==> src/hw/rtl/fpr_pkg.sv <==
`timescale 1ns / 1ps
// ----------------------------------------------------------------------------
// fpr_pkg: shared types and constants of the framed packet receiver
// Action codes, error codes, header layout, checksum seed and the structs
// passed between the parser and the top level.
// ----------------------------------------------------------------------------
package fpr_pkg;

  // Frame geometry
  localparam int HEADER_BYTES  = 10;
  localparam int PAYLOAD_BYTES = 256;
  localparam int BUFFER_BYTES  = 512;
  localparam int CNT_W         = 10;
  localparam int LEN_W         = 16;
  localparam int IDX_W         = $clog2(PAYLOAD_BYTES);
  localparam int SHIFT_W       = 5;
  localparam int SHIFT_WRAP    = 24;
  localparam int LEN_OUT_W     = 9;

  // Header byte positions (1-based beat count)
  localparam logic [CNT_W-1:0] POS_MAGIC_HI = CNT_W'(1);
  localparam logic [CNT_W-1:0] POS_MAGIC_LO = CNT_W'(2);
  localparam logic [CNT_W-1:0] POS_CMD_HI   = CNT_W'(3);
  localparam logic [CNT_W-1:0] POS_CMD_LO   = CNT_W'(4);
  localparam logic [CNT_W-1:0] POS_LEN_HI   = CNT_W'(5);
  localparam logic [CNT_W-1:0] POS_LEN_LO   = CNT_W'(6);

  localparam logic [7:0]  MAGIC_HI      = 8'h43;
  localparam logic [7:0]  MAGIC_LO      = 8'h77;
  localparam logic [31:0] SUM_START     = 32'h4377_00FF;
  localparam logic [31:0] TIMEOUT_RESET = 32'd1000;
  localparam logic [31:0] IDLE_MAX      = 32'hFFFF_FFFF;

  // Configuration register index (taken from paddr[2])
  localparam logic REG_TIMEOUT = 1'b0;

  typedef enum logic [1:0] {
    ACT_BYTE  = 2'd0,
    ACT_TICK  = 2'd1,
    ACT_CLEAR = 2'd2,
    ACT_READ  = 2'd3
  } action_t;

  typedef enum logic [2:0] {
    ERR_NONE     = 3'd0,
    ERR_TIMEOUT  = 3'd1,
    ERR_OVERFLOW = 3'd2,
    ERR_MAGIC    = 3'd3,
    ERR_LENGTH   = 3'd4,
    ERR_CHECKSUM = 3'd5
  } err_t;

  typedef struct packed {
    logic                 frame_ready;
    err_t                 error_code;
    logic [15:0]          command;
    logic [LEN_OUT_W-1:0] length;
  } status_t;

  typedef struct packed {
    logic             en;
    logic [IDX_W-1:0] addr;
    logic [7:0]       data;
  } ram_wr_t;

endpackage

==> src/hw/rtl/fpr_ram.sv <==
`timescale 1ns / 1ps
// ----------------------------------------------------------------------------
// fpr_ram: generic single-write, single-read RAM
// One write port and one read port with registered read data.
// ----------------------------------------------------------------------------
module fpr_ram #(
  parameter int  WIDTH = 8,
  parameter int  DEPTH = 256,
  localparam int AW    = $clog2(DEPTH)
) (
  input  logic             clk,
  input  logic             wr_en,
  input  logic [AW-1:0]    wr_addr,
  input  logic [WIDTH-1:0] wr_data,
  input  logic             rd_en,
  input  logic [AW-1:0]    rd_addr,
  output logic [WIDTH-1:0] rd_data
);

  logic [WIDTH-1:0] mem [DEPTH];
  logic [WIDTH-1:0] rd_data_r;

  // Write port
  always_ff @(posedge clk) begin
    if (wr_en) begin
      mem[wr_addr] <= wr_data;
    end
  end

  // Registered read port
  always_ff @(posedge clk) begin
    if (rd_en) begin
      rd_data_r <= mem[rd_addr];
    end
  end

  assign rd_data = rd_data_r;

endmodule

==> src/hw/rtl/fpr_parser.sv <==
`timescale 1ns / 1ps
// ----------------------------------------------------------------------------
// fpr_parser: frame state and per-beat update
// Holds the header fields, running checksum, error and ready flags and the
// idle tick counter; updates them once per accepted beat.
// ----------------------------------------------------------------------------
module fpr_parser (
  input  logic                    clk,
  input  logic                    rst_n,
  input  logic                    accept,
  input  fpr_pkg::action_t        action,
  input  logic [7:0]              data_byte,
  input  logic [7:0]              read_index,
  input  logic [31:0]             timeout_ticks,
  output fpr_pkg::status_t        status,
  output fpr_pkg::ram_wr_t        ram_wr,
  output logic                    rd_hit
);

  logic [fpr_pkg::CNT_W-1:0]   byte_count_r, byte_count_nxt;
  logic [15:0]                 command_r, command_nxt;
  logic [fpr_pkg::LEN_W-1:0]   length_r, length_nxt;
  logic [31:0]                 expected_r, expected_nxt;
  logic [31:0]                 running_r, running_nxt;
  logic [fpr_pkg::SHIFT_W-1:0] shift_r, shift_nxt;
  fpr_pkg::err_t               err_r, err_nxt;
  logic                        ready_r, ready_nxt;
  logic [31:0]                 idle_r, idle_nxt;
  logic                        seen_r, seen_nxt;
  logic [7:0]                  first_r, first_nxt;

  logic [fpr_pkg::CNT_W-1:0]   cnt_inc;
  logic [fpr_pkg::CNT_W-1:0]   pay_idx;
  logic [fpr_pkg::LEN_W-1:0]   len_lo;
  logic [31:0]                 sum_new;
  logic [fpr_pkg::LEN_W:0]     frame_end;

  assign cnt_inc   = byte_count_r + fpr_pkg::CNT_W'(1);
  assign pay_idx   = cnt_inc - fpr_pkg::CNT_W'(fpr_pkg::HEADER_BYTES + 1);
  assign len_lo    = {length_r[15:8], data_byte};
  assign sum_new   = running_r ^ ({24'd0, data_byte} << shift_r);
  assign frame_end = {1'b0, length_r} + (fpr_pkg::LEN_W + 1)'(fpr_pkg::HEADER_BYTES);

  // Next frame state for the beat at the input
  always_comb begin
    byte_count_nxt = byte_count_r;
    command_nxt    = command_r;
    length_nxt     = length_r;
    expected_nxt   = expected_r;
    running_nxt    = running_r;
    shift_nxt      = shift_r;
    err_nxt        = err_r;
    ready_nxt      = ready_r;
    idle_nxt       = idle_r;
    seen_nxt       = seen_r;
    first_nxt      = first_r;
    ram_wr.en      = 1'b0;
    ram_wr.addr    = pay_idx[fpr_pkg::IDX_W-1:0];
    ram_wr.data    = data_byte;
    rd_hit         = 1'b0;
    case (action)
      fpr_pkg::ACT_BYTE: begin
        if (err_r == fpr_pkg::ERR_NONE && !ready_r) begin
          if (seen_r && byte_count_r != '0 && idle_r > timeout_ticks) begin
            // Gap too long inside a frame: drop the byte
            err_nxt  = fpr_pkg::ERR_TIMEOUT;
            idle_nxt = '0;
          end else begin
            seen_nxt       = 1'b1;
            idle_nxt       = '0;
            byte_count_nxt = cnt_inc;
            if (cnt_inc >= fpr_pkg::CNT_W'(fpr_pkg::BUFFER_BYTES)) begin
              err_nxt = fpr_pkg::ERR_OVERFLOW;
            end else if (cnt_inc <= fpr_pkg::CNT_W'(fpr_pkg::HEADER_BYTES)) begin
              // Header capture
              case (cnt_inc)
                fpr_pkg::POS_MAGIC_HI: begin
                  first_nxt = data_byte;
                end
                fpr_pkg::POS_MAGIC_LO: begin
                  if (first_r != fpr_pkg::MAGIC_HI || data_byte != fpr_pkg::MAGIC_LO) begin
                    err_nxt = fpr_pkg::ERR_MAGIC;
                  end
                end
                fpr_pkg::POS_CMD_HI: begin
                  command_nxt = {data_byte, command_r[7:0]};
                end
                fpr_pkg::POS_CMD_LO: begin
                  command_nxt = {command_r[15:8], data_byte};
                end
                fpr_pkg::POS_LEN_HI: begin
                  length_nxt = {data_byte, 8'd0};
                end
                fpr_pkg::POS_LEN_LO: begin
                  length_nxt = len_lo;
                  if (len_lo > fpr_pkg::LEN_W'(fpr_pkg::PAYLOAD_BYTES)) begin
                    err_nxt = fpr_pkg::ERR_LENGTH;
                  end
                end
                default: begin
                  expected_nxt = {expected_r[23:0], data_byte};
                  // Empty frame completes on the last header byte
                  if (cnt_inc == fpr_pkg::CNT_W'(fpr_pkg::HEADER_BYTES) &&
                      length_r == '0) begin
                    if (running_r != {expected_r[23:0], data_byte}) begin
                      err_nxt = fpr_pkg::ERR_CHECKSUM;
                    end else begin
                      ready_nxt      = 1'b1;
                      byte_count_nxt = '0;
                    end
                  end
                end
              endcase
            end else begin
              // Payload: store, fold into checksum, check for frame end
              ram_wr.en   = pay_idx < fpr_pkg::CNT_W'(fpr_pkg::PAYLOAD_BYTES);
              running_nxt = sum_new;
              shift_nxt   = (shift_r == fpr_pkg::SHIFT_W'(fpr_pkg::SHIFT_WRAP - 1)) ?
                            '0 : shift_r + fpr_pkg::SHIFT_W'(1);
              if ({7'd0, cnt_inc} >= frame_end) begin
                if (sum_new != expected_r) begin
                  err_nxt = fpr_pkg::ERR_CHECKSUM;
                end else begin
                  ready_nxt      = 1'b1;
                  byte_count_nxt = '0;
                end
              end
            end
          end
        end
      end
      fpr_pkg::ACT_TICK: begin
        if (idle_r != fpr_pkg::IDLE_MAX) begin
          idle_nxt = idle_r + 32'd1;
        end
      end
      fpr_pkg::ACT_CLEAR: begin
        byte_count_nxt = '0;
        length_nxt     = '0;
        expected_nxt   = '0;
        err_nxt        = fpr_pkg::ERR_NONE;
        ready_nxt      = 1'b0;
        running_nxt    = fpr_pkg::SUM_START;
        shift_nxt      = '0;
      end
      fpr_pkg::ACT_READ: begin
        rd_hit = ready_r && ({8'd0, read_index} < length_r);
      end
      default: begin
        rd_hit = 1'b0;
      end
    endcase
    if (!accept) begin
      ram_wr.en = 1'b0;
    end
  end

  // Hold frame state, advance on each accepted beat
  always_ff @(posedge clk) begin
    if (!rst_n) begin
      byte_count_r <= '0;
      command_r    <= '0;
      length_r     <= '0;
      expected_r   <= '0;
      running_r    <= fpr_pkg::SUM_START;
      shift_r      <= '0;
      err_r        <= fpr_pkg::ERR_NONE;
      ready_r      <= 1'b0;
      idle_r       <= '0;
      seen_r       <= 1'b0;
      first_r      <= '0;
    end else if (accept) begin
      byte_count_r <= byte_count_nxt;
      command_r    <= command_nxt;
      length_r     <= length_nxt;
      expected_r   <= expected_nxt;
      running_r    <= running_nxt;
      shift_r      <= shift_nxt;
      err_r        <= err_nxt;
      ready_r      <= ready_nxt;
      idle_r       <= idle_nxt;
      seen_r       <= seen_nxt;
      first_r      <= first_nxt;
    end
  end

  // Status seen after the last accepted beat
  assign status.frame_ready = ready_r;
  assign status.error_code  = err_r;
  assign status.command     = command_r;
  assign status.length      = (length_r > fpr_pkg::LEN_W'({fpr_pkg::LEN_OUT_W{1'b1}})) ?
                              {fpr_pkg::LEN_OUT_W{1'b1}} : length_r[fpr_pkg::LEN_OUT_W-1:0];

endmodule

==> src/hw/rtl/framed_packet_receiver.sv <==
`timescale 1ns / 1ps
// ----------------------------------------------------------------------------
// framed_packet_receiver: byte-stream frame parser with running checksum
// Parses magic, command, length and checksum, stores the payload and serves
// indexed payload reads.
// ----------------------------------------------------------------------------
// The block takes one input beat per clock while out_tready is held high and
// returns exactly one result beat for each. Results pass through the stage
// register and the output register, as the payload RAM's read data is
// registered; the frame state itself is updated in the cycle the beat is
// accepted. These registers let a new beat enter while a result waits, so
// the sustained rate is one beat per cycle. Each result reports the
// frame state after its beat: ready flag, error code, command, payload length
// (saturated at 511) and, for a read action on a ready frame within the
// length, the stored payload byte, else zero. timeout_ticks sits at byte
// address 0 of the configuration port and resets to 1000.
// ----------------------------------------------------------------------------
module framed_packet_receiver (
  input  logic        clk,
  input  logic        rst_n,
  // Input stream
  input  logic        in_tvalid,
  output logic        in_tready,
  input  logic [15:0] in_tdata,   // [7:0] data_byte, [15:8] read_index
  input  logic [1:0]  in_tuser,   // [1:0] action
  // Result stream
  output logic        out_tvalid,
  input  logic        out_tready,
  output logic [39:0] out_tdata,  // [0] frame_ready, [3:1] error_code,
                                  // [19:4] frame_command, [28:20] frame_length,
                                  // [36:29] read_data, [39:37] zero
  // Configuration port
  input  logic        cfg_psel,
  input  logic        cfg_penable,
  input  logic        cfg_pwrite,
  input  logic [2:0]  cfg_paddr,
  input  logic [31:0] cfg_pwdata,
  output logic [31:0] cfg_prdata,
  output logic        cfg_pready
);

  logic              accept;
  logic              advance;
  fpr_pkg::action_t  in_action;
  fpr_pkg::status_t  status;
  fpr_pkg::ram_wr_t  ram_wr;
  logic              rd_hit;
  logic [7:0]        ram_rd_data;

  logic              s1_valid_r;
  logic              s1_hit_r;
  logic              out_valid_r;
  fpr_pkg::status_t  out_status_r;
  logic [7:0]        out_rd_r;
  logic [31:0]       timeout_r;

  // Configuration register
  assign cfg_pready = 1'b1;
  assign cfg_prdata = (cfg_paddr[2] == fpr_pkg::REG_TIMEOUT) ? timeout_r : 32'd0;

  always_ff @(posedge clk) begin
    if (!rst_n) begin
      timeout_r <= fpr_pkg::TIMEOUT_RESET;
    end else if (cfg_psel && cfg_penable && cfg_pwrite && cfg_pready &&
                 cfg_paddr[2] == fpr_pkg::REG_TIMEOUT) begin
      timeout_r <= cfg_pwdata;
    end
  end

  // Handshake: accept while the stage register is free or moving on
  assign advance   = !out_valid_r || out_tready;
  assign in_tready = !s1_valid_r || advance;
  assign accept    = in_tvalid && in_tready;
  assign in_action = fpr_pkg::action_t'(in_tuser);

  fpr_parser u_parser (
    .clk           (clk),
    .rst_n         (rst_n),
    .accept        (accept),
    .action        (in_action),
    .data_byte     (in_tdata[7:0]),
    .read_index    (in_tdata[15:8]),
    .timeout_ticks (timeout_r),
    .status        (status),
    .ram_wr        (ram_wr),
    .rd_hit        (rd_hit)
  );

  fpr_ram #(
    .WIDTH (8),
    .DEPTH (fpr_pkg::PAYLOAD_BYTES)
  ) u_payload_ram (
    .clk     (clk),
    .wr_en   (ram_wr.en),
    .wr_addr (ram_wr.addr),
    .wr_data (ram_wr.data),
    .rd_en   (accept),
    .rd_addr (in_tdata[15:8]),
    .rd_data (ram_rd_data)
  );

  // Stage register: beat accepted, RAM read in flight
  always_ff @(posedge clk) begin
    if (!rst_n) begin
      s1_valid_r <= 1'b0;
      s1_hit_r   <= 1'b0;
    end else if (accept) begin
      s1_valid_r <= 1'b1;
      s1_hit_r   <= rd_hit;
    end else if (advance) begin
      s1_valid_r <= 1'b0;
    end
  end

  // Output register: hold until taken
  always_ff @(posedge clk) begin
    if (!rst_n) begin
      out_valid_r <= 1'b0;
    end else if (advance) begin
      out_valid_r <= s1_valid_r;
    end
  end

  always_ff @(posedge clk) begin
    if (advance && s1_valid_r) begin
      out_status_r <= status;
      out_rd_r     <= s1_hit_r ? ram_rd_data : 8'd0;
    end
  end

  assign out_tvalid = out_valid_r;
  assign out_tdata  = {3'd0, out_rd_r, out_status_r.length, out_status_r.command,
                       out_status_r.error_code, out_status_r.frame_ready};

  // A held frame never carries an error
  a_ready_no_error: assert property (@(posedge clk) disable iff (!rst_n)
    status.frame_ready |-> status.error_code == fpr_pkg::ERR_NONE)
    else $error("frame ready with error set");

  // A clear beat leaves no frame and no error
  a_clear_resets: assert property (@(posedge clk) disable iff (!rst_n)
    accept && in_action == fpr_pkg::ACT_CLEAR |=>
      !status.frame_ready && status.error_code == fpr_pkg::ERR_NONE)
    else $error("clear did not reset frame state");

  // A result only appears out of a filled stage register
  a_out_from_stage: assert property (@(posedge clk) disable iff (!rst_n)
    $rose(out_tvalid) |-> $past(s1_valid_r))
    else $error("result without a staged beat");

endmodule
==> config.mk <==
export PLATFORM = sky130hd
export DESIGN_NAME = framed_packet_receiver
export DESIGN_NICKNAME = d
export VERILOG_FILES = /design/src/hw/rtl/fpr_pkg.sv /design/src/hw/rtl/fpr_ram.sv /design/src/hw/rtl/fpr_parser.sv /design/src/hw/rtl/framed_packet_receiver.sv
export SDC_FILE = /design/constraint.sdc
export NUM_CORES = 2
export LEC_CHECK = 0
export ABC_AREA = 1
export BUFFER_PORTS_ARGS = -buffer_cell sky130_fd_sc_hd__buf_2
export CORE_AREA = 5 5 465 467
export DETAILED_ROUTE_END_ITERATION = 12
export DIE_AREA = 0 0 470 472
export PLACE_DENSITY = 0.63
export SKIP_CTS_REPAIR_TIMING = 1
export SLEW_MARGIN = 0
export SYNTH_ARGS = -nofsm -noshare
export SYNTH_HDL_FRONTEND = slang
export SYNTH_SLANG_ARGS = --single-unit
==> constraint.sdc <==
create_clock -name clk -period 3.5 [get_ports clk]
set_input_delay 0.175 -clock clk [delete_from_list [all_inputs] [get_ports clk]]
set_output_delay 0.175 -clock clk [all_outputs]
set_load 0.05 [all_outputs]
Word level (Yosys, flattened, before mapping) --
Memory sizes are Yosys's and may differ from the RTL's. A register that Yosys moved wholly into a read port is not among the register bits. Cells that the tools add are included.
Storage, ports and cells: bits in registers 228, bits in latches 0, bits in writable memories 2048, memory bits (read-only) 0, input bits 60, output and inout port bits 75, memories 1
Operators by class: add/subtract/negate cells 5, multipliers 0, divide/modulo/power cells 0, magnitude comparators 8, eq/ne operators 38, shifts and indexed selects 1, multiplexer cells 71, bitwise gates (word level) 6, reduce and logical (&&, ||, !) cells 37
Memory list:
- u_payload_ram.mem | words 256, bits a word 8, rd ports 1, clocked after memory_dff 1, write ports 1, RTL line fpr_ram.sv:20 | logic [WIDTH-1:0] mem [DEPTH];
Operators by type and width (count):
- $mux 32 | 12
- $pmux 32 s2 | 3
- $pmux 16 s2 | 3
- $mux 10 | 9
- $mux 16 | 4
- $ne 32x32->1 | 2
- $add 32x1->32 const B | 1
- $gt 16x9->1 const B | 2
- $gt 32x32->1 | 1
- $ne 32x32->1 const B | 1
- $shl 8x5->32 | 1
- $xor 32x32->32 | 1
- $eq 10x3->1 const B | 3
- $mux 3 | 10
- $mux 5 | 5
- $reduce_and 8->1 | 3
- $reduce_and 7->1 | 3
- $eq 10x2->1 const B | 2
- $mux 1 | 20
- $pmux 10 s2 | 1
- $reduce_and 10->1 | 2
- $add 16x4->17 const B | 1
- $ge 10x17->1 | 1
- $logic_not 16->1 | 1
- 38 further kinds | 74

Logic depth before layout (Yosys ltp) --
depth in word-level cells 11, depth in mapped cells 24, depth with buffers taken out 23

Hierarchy --
A second synthesis with hierarchy kept.
Second synthesis, totals: cells, all modules 9061, area total of the unflattened synthesis 97282.1 um^2
Modules (own cells, without submodules):
- fpr_ram | instances 1, cells an instance 7003, area each 83476.3 um^2, sequential area each 61739.2 um^2
- fpr_parser | instances 1, cells an instance 1717, area each 10908.0 um^2, sequential area each 3123.0 um^2
- framed_packet_receiver | instances 1, cells an instance 341, area each 2897.8 um^2, sequential area each 1811.7 um^2

Worst setup path before layout --
OpenSTA, ideal clock, no wires.
path type flip-flop to flip-flop, start register out_valid_r, in the netlist out_tvalid, end memory u_payload_ram.mem[254][0], enable pin, setup time 383 ps, arrival 3007 ps, required time 3117 ps, setup slack 110 ps, cell stages (with the launch flop) 15, buffers on the path 1, cells stage by stage dfxtp_1 -> nand3_1 -> nand2_1 -> a21oi_1 -> inv_1 -> nor2_1 -> nand2_1 -> inv_1 -> nand2_1 -> a211oi_2 -> nand2_2 -> inv_2 -> buf_6 -> nand2_2 -> nor3_1
Between the ends: longest elaborated chain between the ends 7
RTL lines:
- start: declaration | RTL line framed_packet_receiver.sv:52 | logic out_valid_r;
- start signal: assignment | RTL line framed_packet_receiver.sv:120 | out_valid_r <= s1_valid_r;
- $logic_not 1->1 | RTL line framed_packet_receiver.sv:71 | assign advance = !out_valid_r || out_tready;
- $logic_or 1x1->1 | RTL line framed_packet_receiver.sv:71
- $logic_or 1x1->1 | RTL line framed_packet_receiver.sv:72 | assign in_tready = !s1_valid_r || advance;
- via in_tready | RTL line framed_packet_receiver.sv:23 | output logic in_tready,
- $logic_and 1x1->1 | RTL line framed_packet_receiver.sv:73 | assign accept = in_tvalid && in_tready;
- $mux 1 | RTL line fpr_parser.sv:153 | if (!accept) begin
- $mux 1 | RTL line fpr_ram.sv:25 | if (wr_en) begin
- $mux 1 (implied by the code) | RTL line fpr_ram.sv:26 | mem[wr_addr] <= wr_data;
- end: declaration | RTL line fpr_ram.sv:20
The timed path passes the listed nets, and every way through them passes these cells.

Worst setup path in the final report --
start register u_parser.byte_count_r[0] (netlist name), end memory u_payload_ram.mem[86][3], enable pin
Between the ends: longest elaborated chain between the ends 11, elaborated cells on any way between the ends 16, those cells by class add/sub (2); order compare (3); mux (8); reduce/logical (3)
RTL lines:
- start: declaration | RTL line fpr_parser.sv:20 | logic [fpr_pkg::CNT_W-1:0] byte_count_r, byte_count_nxt;
- start signal: assignment | RTL line fpr_parser.sv:173 | byte_count_r <= byte_count_nxt;
- $add 10x1->10 | RTL line fpr_parser.sv:38 | assign cnt_inc = byte_count_r + fpr_pkg::CNT_W'(1);
- $sub 10x4->10 | RTL line fpr_parser.sv:39 | assign pay_idx = cnt_inc - fpr_pkg::CNT_W'(fpr_pkg::HEADER_BYTES + 1);
- $lt 10x9->1 | RTL line fpr_parser.sv:116 | ram_wr.en = pay_idx < fpr_pkg::CNT_W'(fpr_pkg::PAYLOAD_BYTES);
- $mux 1 | RTL line fpr_parser.sv:74 | end else if (cnt_inc <= fpr_pkg::CNT_W'(fpr_pkg::HEADER_BYTES)) begin
- $mux 1 | RTL line fpr_parser.sv:72 | if (cnt_inc >= fpr_pkg::CNT_W'(fpr_pkg::BUFFER_BYTES)) begin
- $mux 1 | RTL line fpr_parser.sv:64 | if (seen_r && byte_count_r != '0 && idle_r > timeout_ticks) begin
- $mux 1 | RTL line fpr_parser.sv:63 | if (err_r == fpr_pkg::ERR_NONE && !ready_r) begin
- $mux 1 | RTL line fpr_parser.sv:61 | case (action)
- $mux 1 | RTL line fpr_parser.sv:153
- $mux 1 | RTL line fpr_ram.sv:25
- $mux 1 (implied by the code) | RTL line fpr_ram.sv:26
Parallel ways exist; a longest one is shown, timed or not.

==> impl_metrics.py <==
metrics = {
    "status": {
        "status": "finished with violations",
        "violations": "negative hold slack",
    },
    "timing": {
        "period_share_pct": 97.31,
        "finalHoldViolCount": 4,
        "setup_viol": 0,
        "fmax_mhz": 293.6,
        "drv_slew": 0,
        "rsz0062_at_grt": "yes",
        "fin_worst_hold_slack_ns": -0.02692,
        "relSlewSlack_pct": 38.91,
        "worst_pin_slew_ns": 0.9164,
        "min_period_ns": 3.406,
        "worst_clock_skew_ns": 0.04021,
        "setup_slack_ns": 0.09412,
    },
    "worst_hold_path": {
        "hold_class": "in -> reg",
        "min_path_cells": 3,
    },
    "drt": {
        "wl_met1_microns": 115500,
        "drc": 0,
        "drtIter0Drc": 9192,
        "drt_wl_total_microns": 282200,
        "avgRoutedWirePerCell_microns": 24.09,
        "dr_wl_met3_microns": 26760,
        "vias_per_cell": 5.827,
        "via_count": 68262,
        "antenna_left": 0,
        "dr_wl_met2_microns": 129200,
        "dr.pass1.iters": 8,
        "highest_layer": "met5",
    },
    "critical_path": {
        "critPathKind": "reg -> reg",
        "cp.arrival_ns": 4.01,
        "cp.required_ns": 4.10,
        "crit_fanout": 12,
        "r2r_cells": 17,
        "cp-start-kind": "register",
        "critPathCaptureType": "register",
    },
    "placement": {
        "place_hpwl_microns": 177900,
        "place.gp.congestion": 0.9599,
        "dp_slack_ns": -0.1352,
        "portBuffers": 128,
    },
    "cells_and_area": {
        "syn_to_final_growth_pct": 16.51,
        "drive_gt1_share_pct": 13.18,
        "final_common_cell": "edfxtp_1",
        "nets": 8815,
        "n_fill_cell": 17872,
        "final_cell_mix": "2,093 x edfxtp_1, 1,844 x nor2_1, 1,409 x o21ai_0",
    },
    "global_route": {
        "grt_start_max_net_pins": 131,
        "grt_pass1_vias": 63959,
        "grt_pass1_wl_microns": 413900,
        "grt_usage_pct": 24.44,
        "antenna_found_initial": 9,
        "overflow": 0,
    },
    "synthesis": {
        "ys_seq_area_share_pct": 70.40,
        "ys_types": 57,
        "synth-main-ff-cell": "edfxtp_1",
        "yosysWarnings": 0,
        "synth_edf_count": 2093,
        "syn_area_sq_mm": 0.09470,
        "synthCells": 8233,
        "synth-async-reset-ratio_pct": 0,
        "syn_area_per_cell_sq_um": 11.50,
        "ys_ff_latch": 2284,
    },
    "power_and_ir_drop": {
        "power.density_mw_per_mm2": 528.8,
        "cellLeakagePower_nw": 37.27,
        "swShare_pct": 23.60,
        "irDropWorstVdd_mv": 0.4730,
        "cell_internal_pwr_mw": 44.58,
        "p_seq_share_pct": 51.3,
        "clkPwrFrac_pct": 41.3,
        "netSwitchingPower_mw": 13.77,
        "power_mw": 58.35,
        "combPwrFrac_pct": 7.4,
    },
    "flow_run": {
        "max-cap-violations": 0,
    },
    "die": {
        "fp.dieW_microns": 470,
        "die-height_microns": 472,
        "dieArea_sq_mm": 0.2218,
        "row_count": 169,
        "start_util_pct": 44.83,
        "coreArea_sq_mm": 0.2112,
        "io_pins": 135,
    },
    "cts": {
        "cts_max_level": 4,
        "cts_buffer_depth": 3,
        "numCtsBuffers": 224,
        "cts.sinks": 2284,
        "clk_pin_slew_ns": 0.06,
        "clk_latency_ns": 0.87,
        "cts_root_buffer": "clkbuf_16",
        "cts_tree": "yes",
    },
}
-- path summary, 6_finish.rpt --
kind,from,endpoint,slack [ns]
max,u_parser.byte_count_r[0],u_payload_ram.mem[86][3],0.09
min,cfg_penable,timeout_r[3],-0.03
max reg2reg,u_parser.byte_count_r[0],u_payload_ram.mem[86][3],0.09
min reg2reg,u_parser.command_r[14],out_tdata[18],0.43
-- layout make-up --
class | instances | area [sq um] | area share, %
Clock buffer | 273 | 5862 | 5.313
Timing Repair Buffer | 787 | 6718 | 6.088
Clock inverter | 144 | 1511 | 1.370
Multi-Input combinational cell | 5117 | 24940 | 22.60
Antenna cell | 6 | 15.01 | 0.01361
Inverter | 282 | 1089 | 0.9865
Sequential cell | 2284 | 66680 | 60.43
Tap cell | 2821 | 3530 | 3.199
-- power by group through the flow --
stage / Clock, mW / Combinational [mW] / Sequential, mW
floorplan: 0 / 2.15 / 30.6
global placement: 0 / 4.14 / 30.5
detailed placement: 0 / 4.18 / 30.5
CTS: 24.4 / 4.20 / 29.9
global route: 25.6 / 4.62 / 29.9
finish: 24.1 / 4.32 / 30.0
-- cells in the mapped netlist (2+ instances only) --
cell type,instances,area share [%]
edfxtp_1,2093,66
nor2_1,1870,7.4
o21ai_0,1409,7.4
o22ai_1,633,4.2
nand2_1,468,1.9
clkbuf_1,437,1.7
inv_1,258,1.0
dfxtp_1,191,4.0
a21oi_1,183,0.97
nand3_1,152,0.80
buf_2,84,0.44
ha_1,59,0.78
nor3_1,50,0.26
nand4_1,45,0.30
o32ai_1,41,0.38
xor2_1,26,0.24
a211oi_1,21,0.17
nor4_1,20,0.13
o211ai_1,18,0.14
o21ai_1,18,0.095
a31oi_1,17,0.11
inv_2,15,0.059
buf_1,13,0.052
xnor2_1,11,0.10
nand3b_1,10,0.079
buf_6,9,0.11
clkinv_1,9,0.036
buf_4,8,0.063
nand2_2,8,0.053
o21a_1,7,0.055
nor2_4,6,0.071
nor2_2,5,0.033
nand3_4,4,0.074
o31ai_1,4,0.032
nand3_2,3,0.032
a21boi_1,2,0.016
conb_1,2,0.0079
nor3b_1,2,0.016
nor4_2,2,0.026
o21bai_1,2,0.016
xor2_2,2,0.034
-- stage by stage --
stage / instances / TNS, ns / hold WS, ns / instance area, sq um / utilization (%)
final: 11714 / 0 / -0.02692 / 110300 / 52.23
after CTS: 11657 / -14.93 / -0.5234 / 109600 / 51.87
after global placement: 11240 / -11.34 / 0.4103 / 102200 / 48.38
after global routing: 11708 / -0.9105 / -0.008373 / 110300 / 52.23
after floorplan: 8235 / 0 / 0.2739 / 94710 / -
after detailed placement: 11240 / -7.116 / 0.4083 / 102200 / 48.38
-- critical path, cell delays in order, from the launching register on --
cell     delay, ns
dfxtp_2       0.35
ha_2          0.21
nand2_2       0.08
nor2_4        0.13
xor2_2        0.18
nand2_2       0.11
or2_2         0.31
xor2_2        0.18
buf_4         0.16
nor2_1        0.12
buf_4         0.12
inv_1         0.14
nor2_2        0.24
buf_4         0.16
nand2_1       0.05
buf_4         0.20
nor2_1        0.17
buf_4         0.19
-- sequential cells by signal, summed over array words and instances, names as in the netlist, 10 cells and up --
register / cells
u_parser.running_r: 32
u_parser.expected_r: 32
u_parser.length_r: 16
timeout_r: 32
u_parser.byte_count_r: 10
u_payload_ram.mem: 2048
out_tdata: 29
u_parser.idle_r: 32
u_parser.command_r: 16
-- logic make-up (layout without fill, tap and decap cells) --
group                    after synthesis  count (layout)  share of synthesized area (%)
multiplexers                           1               1                        0.01057
AO/OA/AOI/OAI                       2361            2361                          13.67
XOR/XNOR                              40              40                         0.4003
AND/OR/NAND/NOR                     2652            2652                          11.21
flip-flops                          2284            2284                          70.40
adder cells (fa/ha/maj)               59              59                         0.7795
buffers and inverters                834            1486                          3.521
other                                  2              10                       0.007930
-- layer usage --
| layer | track usage, % | up-vias |
|---|---|---|
| li1 | - | 30818 |
| met1 | 33.93 | 33375 |
| met2 | 38.32 | 3541 |
| met3 | 4.987 | 526 |
| met4 | 9.070 | 2 |
| met5 | 0 | - |
Power figures use the tool's default switching activity.
